==> src/hw/rtl/tvfp_pkg.sv <==
`default_nettype none

package tvfp_pkg;

   localparam int unsigned TAG_W = 27;
   localparam int unsigned BYTE_W = 8;

   localparam logic [BYTE_W-1:0] SOH_BYTE = 8'h01;
   localparam logic [BYTE_W-1:0] EQ_BYTE = 8'h3D;
   localparam logic [BYTE_W-1:0] DIGIT_LO = 8'h30;
   localparam logic [BYTE_W-1:0] DIGIT_HI = 8'h39;

   localparam logic [TAG_W-1:0] TAG_MAX_VAL = {TAG_W{1'b1}};

   // one result transaction
   typedef struct packed {
      logic [BYTE_W-1:0] value_byte;
      logic [TAG_W-1:0]  field_tag;
      logic              field_end;
      logic              field_ok;
      logic              err_tag_too_long;
      logic              err_bad_tag;
      logic              err_no_equals;
      logic              err_no_value;
   } rsp_type;

endpackage

`default_nettype wire

==> src/hw/rtl/tvfp_parse.sv <==
`default_nettype none

module tvfp_parse import tvfp_pkg::*; #(
   parameter int unsigned MAX_TAG_DIGITS = 8
) (
   input  wire logic              clock,
   input  wire logic              reset,
   input  wire logic              advance,
   input  wire logic [BYTE_W-1:0] in_byte,
   output logic                   res_valid,
   output rsp_type                res
);

   localparam int unsigned CNT_W = $clog2(MAX_TAG_DIGITS + 1);
   localparam int unsigned MUL_W = TAG_W + 4;

   localparam logic [1:0] PH_TAG       = 2'd0;
   localparam logic [1:0] PH_VAL_EMPTY = 2'd1;
   localparam logic [1:0] PH_VAL_FULL  = 2'd2;
   localparam logic [1:0] PH_SKIP      = 2'd3;

   logic [1:0]       phase_ff, phase_in;
   logic [CNT_W-1:0] count_ff, count_in;
   logic [TAG_W-1:0] accum_ff, accum_in;
   logic             digits_open_ff, digits_open_in;
   logic             saw_digit_ff, saw_digit_in;
   logic             too_long_ff, too_long_in;

   logic             is_soh, is_eq, is_digit;
   logic [MUL_W-1:0] acc_wide;
   logic [MUL_W-1:0] acc_next;

   assign is_soh   = (in_byte == SOH_BYTE);
   assign is_eq    = (in_byte == EQ_BYTE);
   assign is_digit = (in_byte inside {[DIGIT_LO:DIGIT_HI]});

   // accum*10 + digit, shift-add
   assign acc_wide = {4'b0, accum_ff};
   assign acc_next = (acc_wide << 3) + (acc_wide << 1)
                   + MUL_W'(in_byte - DIGIT_LO);

   always_comb begin
      phase_in       = phase_ff;
      count_in       = count_ff;
      accum_in       = accum_ff;
      digits_open_in = digits_open_ff;
      saw_digit_in   = saw_digit_ff;
      too_long_in    = too_long_ff;
      res_valid      = 1'b0;
      res            = '0;
      res.field_tag  = accum_ff;

      if (is_soh) begin
         res_valid            = 1'b1;
         res.field_end        = 1'b1;
         res.err_tag_too_long = too_long_ff;
         res.err_bad_tag      = !saw_digit_ff;
         res.err_no_equals    = (phase_ff == PH_TAG) || (phase_ff == PH_SKIP);
         res.err_no_value     = (phase_ff == PH_TAG) || (phase_ff == PH_VAL_EMPTY);
         res.field_ok         = !(res.err_tag_too_long || res.err_bad_tag ||
                                  res.err_no_equals || res.err_no_value);
         phase_in       = PH_TAG;
         count_in       = '0;
         accum_in       = '0;
         digits_open_in = 1'b1;
         saw_digit_in   = 1'b0;
         too_long_in    = 1'b0;
      end else begin
         case (phase_ff)
            PH_TAG: begin
               if (is_eq) begin
                  phase_in = PH_VAL_EMPTY;
               end else if (count_ff >= CNT_W'(MAX_TAG_DIGITS)) begin
                  too_long_in = 1'b1;
                  phase_in    = PH_SKIP;
               end else begin
                  count_in = count_ff + 1'b1;
                  if (digits_open_ff) begin
                     if (is_digit) begin
                        accum_in = (acc_next > MUL_W'(TAG_MAX_VAL)) ?
                                   TAG_MAX_VAL : acc_next[TAG_W-1:0];
                        saw_digit_in = 1'b1;
                     end else begin
                        digits_open_in = 1'b0;
                     end
                  end
               end
            end
            PH_VAL_EMPTY, PH_VAL_FULL: begin
               phase_in = PH_VAL_FULL;
               if (saw_digit_ff) begin
                  res_valid      = 1'b1;
                  res.value_byte = in_byte;
               end
            end
            default: begin
               // skipping to SOH
            end
         endcase
      end
   end

   always_ff @(posedge clock) begin
      if (reset) begin
         phase_ff       <= PH_TAG;
         count_ff       <= '0;
         accum_ff       <= '0;
         digits_open_ff <= 1'b1;
         saw_digit_ff   <= 1'b0;
         too_long_ff    <= 1'b0;
      end else if (advance) begin
         phase_ff       <= phase_in;
         count_ff       <= count_in;
         accum_ff       <= accum_in;
         digits_open_ff <= digits_open_in;
         saw_digit_ff   <= saw_digit_in;
         too_long_ff    <= too_long_in;
      end
   end

endmodule

`default_nettype wire

==> src/hw/rtl/tvfp_out.sv <==
`default_nettype none

module tvfp_out import tvfp_pkg::*; (
   input  wire logic    clock,
   input  wire logic    reset,
   input  wire logic    load,
   input  wire rsp_type load_data,
   input  wire logic    rsp_stall,
   output logic         out_free,
   output logic         rsp_valid,
   output rsp_type      rsp_data
);

   logic    valid_ff, valid_in;
   rsp_type data_ff;

   assign out_free = !valid_ff || !rsp_stall;
   assign valid_in = load ? 1'b1 : (rsp_stall ? valid_ff : 1'b0);

   always_ff @(posedge clock) begin
      if (reset) begin
         valid_ff <= 1'b0;
      end else begin
         valid_ff <= valid_in;
      end
   end

   // payload holds while stalled; only loads when the slot is free
   always_ff @(posedge clock) begin
      if (load) begin
         data_ff <= load_data;
      end
   end

   assign rsp_valid = valid_ff;
   assign rsp_data  = data_ff;

endmodule

`default_nettype wire

==> src/hw/rtl/tag_value_field_parser.sv <==
`default_nettype none

// Channel  Direction  Handshake             Payload
// req      in         req_valid/req_stall   req_in_byte
// rsp      out        rsp_valid/rsp_stall   rsp_value_byte, rsp_field_tag, flags
//
// One byte per cycle unless held by a stalled rsp: a byte is registered on
// acceptance, parsed from the input register, and any result is loaded into
// the output register, which drives rsp_valid.
// Synchronous active-high reset clears the parser state and both valid flags.
// A stalled rsp holds; the input register then waits only if the byte it
// holds produces a result, so req_stall follows rsp_stall in the same cycle.

module tag_value_field_parser import tvfp_pkg::*; #(
   parameter int unsigned MAX_TAG_DIGITS = 8
) (
   input  wire logic              clock,
   input  wire logic              reset,
   input  wire logic              req_valid,
   output logic                   req_stall,
   input  wire logic [BYTE_W-1:0] req_in_byte,
   output logic                   rsp_valid,
   input  wire logic              rsp_stall,
   output logic [BYTE_W-1:0]      rsp_value_byte,
   output logic [TAG_W-1:0]       rsp_field_tag,
   output logic                   rsp_field_end,
   output logic                   rsp_field_ok,
   output logic                   rsp_err_tag_too_long,
   output logic                   rsp_err_bad_tag,
   output logic                   rsp_err_no_equals,
   output logic                   rsp_err_no_value
);

   // input register
   logic              in_valid_ff, in_valid_in;
   logic [BYTE_W-1:0] in_byte_ff;

   logic    accept;
   logic    advance;
   logic    res_valid;
   rsp_type res;
   logic    out_free;
   rsp_type rsp_data;

   // a byte that yields no transaction never waits on the output
   assign advance   = in_valid_ff && (!res_valid || out_free);
   assign req_stall = in_valid_ff && !advance;
   assign accept    = req_valid && !req_stall;

   assign in_valid_in = accept ? 1'b1 : (advance ? 1'b0 : in_valid_ff);

   always_ff @(posedge clock) begin
      if (reset) begin
         in_valid_ff <= 1'b0;
      end else begin
         in_valid_ff <= in_valid_in;
      end
   end

   always_ff @(posedge clock) begin
      if (accept) begin
         in_byte_ff <= req_in_byte;
      end
   end

   // field state and per-byte decode
   tvfp_parse #(
      .MAX_TAG_DIGITS (MAX_TAG_DIGITS)
   ) u_parse (
      .clock     (clock),
      .reset     (reset),
      .advance   (advance),
      .in_byte   (in_byte_ff),
      .res_valid (res_valid),
      .res       (res)
   );

   // result register
   tvfp_out u_out (
      .clock     (clock),
      .reset     (reset),
      .load      (advance && res_valid),
      .load_data (res),
      .rsp_stall (rsp_stall),
      .out_free  (out_free),
      .rsp_valid (rsp_valid),
      .rsp_data  (rsp_data)
   );

   assign rsp_value_byte       = rsp_data.value_byte;
   assign rsp_field_tag        = rsp_data.field_tag;
   assign rsp_field_end        = rsp_data.field_end;
   assign rsp_field_ok         = rsp_data.field_ok;
   assign rsp_err_tag_too_long = rsp_data.err_tag_too_long;
   assign rsp_err_bad_tag      = rsp_data.err_bad_tag;
   assign rsp_err_no_equals    = rsp_data.err_no_equals;
   assign rsp_err_no_value     = rsp_data.err_no_value;

endmodule

`default_nettype wire
==> config.mk <==
export PLATFORM = sky130hd
export DESIGN_NAME = tag_value_field_parser
export DESIGN_NICKNAME = d
export VERILOG_FILES = /design/src/hw/rtl/tvfp_pkg.sv /design/src/hw/rtl/tvfp_parse.sv /design/src/hw/rtl/tvfp_out.sv /design/src/hw/rtl/tag_value_field_parser.sv
export SDC_FILE = /design/constraint.sdc
export NUM_CORES = 1
export LEC_CHECK = 0
export BUFFER_PORTS_ARGS = -buffer_cell sky130_fd_sc_hd__buf_4
export CAP_MARGIN = 0
export CELL_PAD_IN_SITES_DETAIL_PLACEMENT = 1
export CELL_PAD_IN_SITES_GLOBAL_PLACEMENT = 1
export CORE_AREA = 5 5 160 123
export CTS_BUF_LIST = sky130_fd_sc_hd__clkbuf_4
export DETAILED_ROUTE_END_ITERATION = 8
export DIE_AREA = 0 0 165 128
export PLACE_DENSITY_LB_ADDON = 0.1
export SYNTH_ARGS = -nofsm -noshare
export SYNTH_HDL_FRONTEND = slang
export SYNTH_SLANG_ARGS = --single-unit
==> constraint.sdc <==
create_clock -name clock -period 8.4 [get_ports clock]
set_clock_uncertainty 0.1 [all_clocks]
set_input_delay 2.52 -clock clock [delete_from_list [all_inputs] [get_ports clock]]
set_output_delay 2.52 -clock clock [all_outputs]
set_load 0.03 [all_outputs]
# Yosys cells after proc, flatten, opt, wreduce, memory -nomap -nowiden
# Index checks and enable logic that the tools add are counted.
[op_classes]
n_addsub = 4
order_cmp = 4
n_eq_ne = 9
mux = 39
n_bitwise = 2
reduce_logical = 32
[ops]
columns = ["op", "count"]
rows = [
  ["$mux 27", 7],
  ["$add 30x28->31", 1],
  ["$add 31x31->31", 1],
  ["$gt 31x27->1 const B", 1],
  ["$mux 1", 23],
  ["$mux 4", 4],
  ["$reduce_bool 2->1", 5],
  ["$sub 8x6->9 const B", 1],
  ["$eq 8x1->1 const B", 1],
  ["$eq 8x6->1 const B", 1],
  ["$ge 8x6->1 const B", 1],
  ["$le 8x6->1 const B", 1],
  ["$reduce_and 4->1", 2],
  ["$logic_not 1->1", 7],
  ["$logic_or 1x1->1", 7],
  ["$mux 2", 3],
  ["$mux 6", 1],
  ["$ne 2x1->1 const B", 3],
  ["$reduce_and 6->1", 1],
  ["$logic_and 1x1->1", 5],
  ["$add 4x1->4 const B", 1],
  ["$eq 2x2->1 const B", 2],
  ["$ge 4x4->1 const B", 1],
  ["$ne 4x2->1 const B", 1],
  ["other kinds (8)", 9],
]
[word_totals]
regBits = 87
elab_cells = 107

# Logic depth before layout (Yosys ltp)
[depth]
word_depth = 12
depth_mapped = 17
mapped_depth_nobuf = 15

# Cells and area by module
# A second synthesis with hierarchy kept.
[unflattened]
cells_unflattened = 528
hier_area_um2 = 5531.6
[modules_own_cells]
columns = ["mod", "instances", "cells_each", "area_per_inst_um2", "seq_area_each_um2"]
rows = [
  ["tvfp_parse", 1, 466, 3958.8, 720.7],
  ["tvfp_out", 1, 45, 1263.7, 1251.2],
  ["tag_value_field_parser", 1, 17, 309.0, 260.2],
]

# Least setup slack after synthesis
# No wires, ideal clock.
[synth_path]
kind = "register to register"
start = "reg in_byte_ff[4]"
end = "reg u_parse.accum_ff[21]"
setup_time_ns = 0.122
t_arrival_ns = 5.946
required_time_ns = 8.178
path_slack_ns = 2.232
path_stages_with_launch = 17
path_buffers = 3
cell_sequence = "edfxtp_1 > ha_1 > nor3_1 > fa_1 > ha_1 > buf_4 > nand2_2 > or4_4 > nor2b_1 > a21bo_1 > and4_4 > nor4b_4 > nand4_2 > and2_4 > buf_6 > buf_8 > a221o_1"
[synth_via]
elab_chain_len = 10
[synth_rtl]
columns = ["element", "line", "text"]
rows = [
  ["start, declared", "tag_value_field_parser.sv:36", "logic [BYTE_W-1:0] in_byte_ff;"],
  ["start signal, assigned", "tag_value_field_parser.sv:62", "in_byte_ff <= req_in_byte;"],
  ["$sub 8x6->9", "tvfp_parse.sv:40", "+ MUL_W'(in_byte - DIGIT_LO);"],
  ["$add 31x31->31", "tvfp_parse.sv:40", ""],
  ["$gt 31x27->1", "tvfp_parse.sv:80", "accum_in = (acc_next > MUL_W'(TAG_MAX_VAL)) ?"],
  ["$mux 27", "tvfp_parse.sv:80", ""],
  ["$mux 27", "tvfp_parse.sv:79", "if (is_digit) begin"],
  ["$mux 27", "tvfp_parse.sv:78", "if (digits_open_ff) begin"],
  ["$mux 27", "tvfp_parse.sv:73", "end else if (count_ff >= CNT_W'(MAX_TAG_DIGITS)) begin"],
  ["$mux 27", "tvfp_parse.sv:71", "if (is_eq) begin"],
  ["$mux 27", "tvfp_parse.sv:69", "case (phase_ff)"],
  ["$mux 27", "tvfp_parse.sv:53", "if (is_soh) begin"],
  ["end signal, assigned", "tvfp_parse.sv:114", "accum_ff <= accum_in;"],
  ["end, declared", "tvfp_parse.sv:24", "logic [TAG_W-1:0] accum_ff, accum_in;"],
]
# Parallel ways exist; a longest one is shown, timed or not. The select of a mux whose other input is x is not followed.
# A chain may end at the register's enable or synchronous reset.

# Worst setup path in the final report
[layout_path]
start = "in rsp_stall"
end = "out req_stall"
[layout_via]
elab_chain_len = 6
[layout_rtl]
columns = ["element", "line", "text"]
rows = [
  ["start, declared", "tag_value_field_parser.sv:23", "input wire logic rsp_stall,"],
  ["$logic_not 1->1", "tvfp_out.sv:17", "assign out_free = !valid_ff || !rsp_stall;"],
  ["$logic_or 1x1->1", "tvfp_out.sv:17", ""],
  ["$logic_or 1x1->1", "tag_value_field_parser.sv:46", "assign advance = in_valid_ff && (!res_valid || out_free);"],
  ["$logic_and 1x1->1", "tag_value_field_parser.sv:46", ""],
  ["$logic_not 1->1", "tag_value_field_parser.sv:47", "assign req_stall = in_valid_ff && !advance;"],
  ["$logic_and 1x1->1", "tag_value_field_parser.sv:47", ""],
  ["end, declared", "tag_value_field_parser.sv:20", "output logic req_stall,"],
]
# No other way between the ends.

==> reports/qor.yml <==
run_status:
  status: "complete, no violations"
placed_design:
  place_congestion: 0.804
  portBuffers: 54
  dp_hpwl_um: 10700
  dp.cells: 779
  postPlaceCellArea_mm2: 0.00595
grt:
  grt_pass1_wl_um: 22700
  grt_max_degree: 42
  antenna_found_initial: 0
  grt_use_total: 0.138
  overflow: 0
  grt_pass1_vias: 4000
sta:
  min_period_over_period: 0.679
  fmax_mhz: 175
  report.final.slew_viol_count: 0
  finalCriticalPeriod_ns: 5.70
  setup_tns_ns: 0
  slew_headroom: 0.321
  hold_violations: 0
  finalSetupViolCount: 0
  worst_pin_slew_ns: 1.02
  rsz0062_at_grt: "false"
routing:
  drcViolationCount: 0
  first_iter_violations: 171
  via_count: 3905
  drt_wl_total_um: 14100
  vias_per_cell: 4.91
  dr.pass1.iters: 4
  ant_nets: 0
  wl_per_cell_um: 17.8
clock_tree:
  cts_setup_buffers: 0
  htree_levels: 3
  clock-sinks: 87
  numCtsBuffers: 9
  clk_path_buf_depth: 2
  holdBufCountCts: 0
  clk-insertion-delay-late_ns: 0.47
  clkTransAtPathRegs_ns: 0.15
  cts_resized: 0
  cts_root_buffer: "clkbuf_4"
  cts_tree: "yes"
power_and_ir_drop:
  power_mw: 0.908
  p_clk_frac: 0.357
  power.density_mw_per_mm2: 148
  power_switching_mw: 0.251
  p_sw_frac: 0.277
  peakVddDrop_mv: 0.0690
  p_leak_nw: 2.61
  intPower_mw: 0.656
  power_frac_comb: 0.131
  seqPwrFrac: 0.512
yosys:
  syn_avg_cell_area_um2: 10.8
  yosysTopAreaCell: "edfxtp_1"
  synth.top_cell.area_share: 0.279
  postSynth.asyncResetShare: 0
  synth-edff-count: 49
  syn_area_mm2: 0.00528
  yosys_warnings: 0
  synth.net_count: 567
  synth.area.top_cells: "edfxtp_1 28%, dfxtp_1 14%, fa_1 9.9%"
  ys.flop_type: "edfxtp_1"
  ys_ff_latch: 87
  synth-seq-area-share: 0.423
  syn_inst: 490
  synth_cell_type_count: 60
final_layout:
  num_antenna_cells: 0
  drive_gt1_frac: 0.166
  fin_util: 0.340
  syn2layout_area_growth_pct: 16.3
  nNetsFinal: 620
  design_area_mm2: 0.00614
  instances_no_fill: 795
floorplan:
  die_w_um: 165
  design.die.area_mm2: 0.0211
  core_mm2: 0.0181
  start_util: 0.292
  rows: 43
  ios: 55
  die_h_um: 128
worst_setup_path:
  cp_cell_sequence: "buf_4 -> nand2_1 -> nor2_1 -> buf_4"
  crit_path_end_kind: "output port"
  r2r_end: "u_parse.accum_ff[2]"
  start_kind: "primary input"
  crit_path_max_fanout: 3
  reg2regPathDepth: 14
  crit_arrival_ns: 3.08
  ff2ff_setup_slack_ns: 3.42
  slowest_delay_ns: 0.20
  crit_top_cell: "buf_4"
  crit-reg2reg-launch: "in_byte_ff[4]"
  critPathRequiredTime_ns: 5.78
  cp_slowest_cell: "nor2_1"
  timing_worst_setup_path_type: "primary input to output port"
worst_hold_path:
  hp-start: "u_parse.digits_open_ff"
  holdPathEnd: "u_parse.digits_open_ff"
  hp-class: "flop to flop"
  holdPathStages: 2
flow_run:
  maxCapViolations: 0
==> per-layer routing <==
metal,track usage,up-vias,wire length (um)
met5,0,-,0
met3,0.0283,12,469
met1,0.216,1924,7510
met2,0.194,68,5990
li1,-,1901,-
met4,0.0323,0,168
==> how the worst max path moves through the flow <==
stage	start	endpoint	slack (ns)	cells after the start
after floorplan	in_byte_ff[4]	u_parse.accum_ff[21]	2.23	16
after global placement	rsp_stall	req_stall	2.72	4
after detailed placement	rsp_stall	req_stall	2.69	4
after CTS	rsp_stall	req_stall	2.69	4
after global routing	rsp_stall	req_stall	2.66	4
final	rsp_stall	req_stall	2.70	4
==> registers in the layout (all words and copies together), names as in the netlist <==
signal and flops:
u_out.rsp_valid 1, in_byte_ff 8, u_parse.phase_ff 2, u_parse.digits_open_ff 1, u_parse.accum_ff 27, u_parse.count_ff 4, u_out.rsp_data 41, u_parse.too_long_ff 1
u_parse.saw_digit_ff 1, in_valid_ff 1
==> power by group through the flow <==
stage,sequential [mW],combinational (mW),clock [mW]
after floorplan,0.470,0.0882,0
after global placement,0.474,0.119,0
after detailed placement,0.474,0.120,0
after CTS,0.465,0.121,0.338
after global routing,0.467,0.135,0.351
final,0.465,0.119,0.324
==> kinds of logic after synthesis <==
kind of cell / count (synthesis) / share of synthesized area
buffers and inverters: 51 / 0.0438
multiplexers: 1 / 0.00190
AND/OR/NAND/NOR: 131 / 0.126
AO/OA/AOI/OAI: 127 / 0.168
adder cells (fa/ha/maj): 65 / 0.191
XOR/XNOR: 28 / 0.0464
flip-flops: 87 / 0.423
==> cells in the final DEF, fill, tap and decap left out, drive strengths merged, types with 4 or more instances in the layout <==
master	netlist	routed
nor2b	5	5
o211ai	6	6
a21o	8	8
nor3	7	7
buf	9	58
xor2	14	14
o21bai	5	5
xnor2	14	14
fa	26	26
clkbuf	7	9
a21oi	37	37
o21ai	19	19
nand3	6	6
inv	35	38
a211oi	6	6
ha	39	39
a221o	23	23
o21a	5	5
edfxtp	49	49
nand4	11	11
a31oi	4	4
nor2	39	39
and2	4	4
nand2	37	37
and3	6	6
dfxtp	38	38
==> layout make-up <==
cell class	count	area (um^2)
fill	2070	11900
timing repair buffer	58	435
tap	247	309
clock inverter	7	128
clock buffer	9	67.6
multi-input combinational	352	2840
sequential	87	2230
inverter	35	131
==> Yosys cell counts (7+ instances only) <==
| library cell | count |
|---|---|
| a21oi_1 | 37 |
| ha_1 | 39 |
| inv_1 | 34 |
| edfxtp_1 | 49 |
| a21o_1 | 7 |
| nor2_1 | 39 |
| nand4_1 | 10 |
| fa_1 | 26 |
| xnor2_1 | 14 |
| o21ai_0 | 17 |
| xor2_1 | 14 |
| clkbuf_1 | 7 |
| nand2_1 | 36 |
| dfxtp_1 | 38 |
| a221o_1 | 23 |
==> through the flow <==
stage                     worst slack, ns  hold WS [ns]
after floorplan                      2.23         0.323
final                                2.70         0.377
after detailed placement             2.69         0.351
after CTS                            2.69         0.375
after global routing                 2.66         0.381
after global placement               2.72         0.338
==> critical path, delay by kind of cell <==
kind | cells | cell delay [ns]
AND/OR/NAND/NOR | 2 | 0.28
buffers and inverters | 2 | 0.28
No activity file was read; power rests on OpenSTA's default activity.
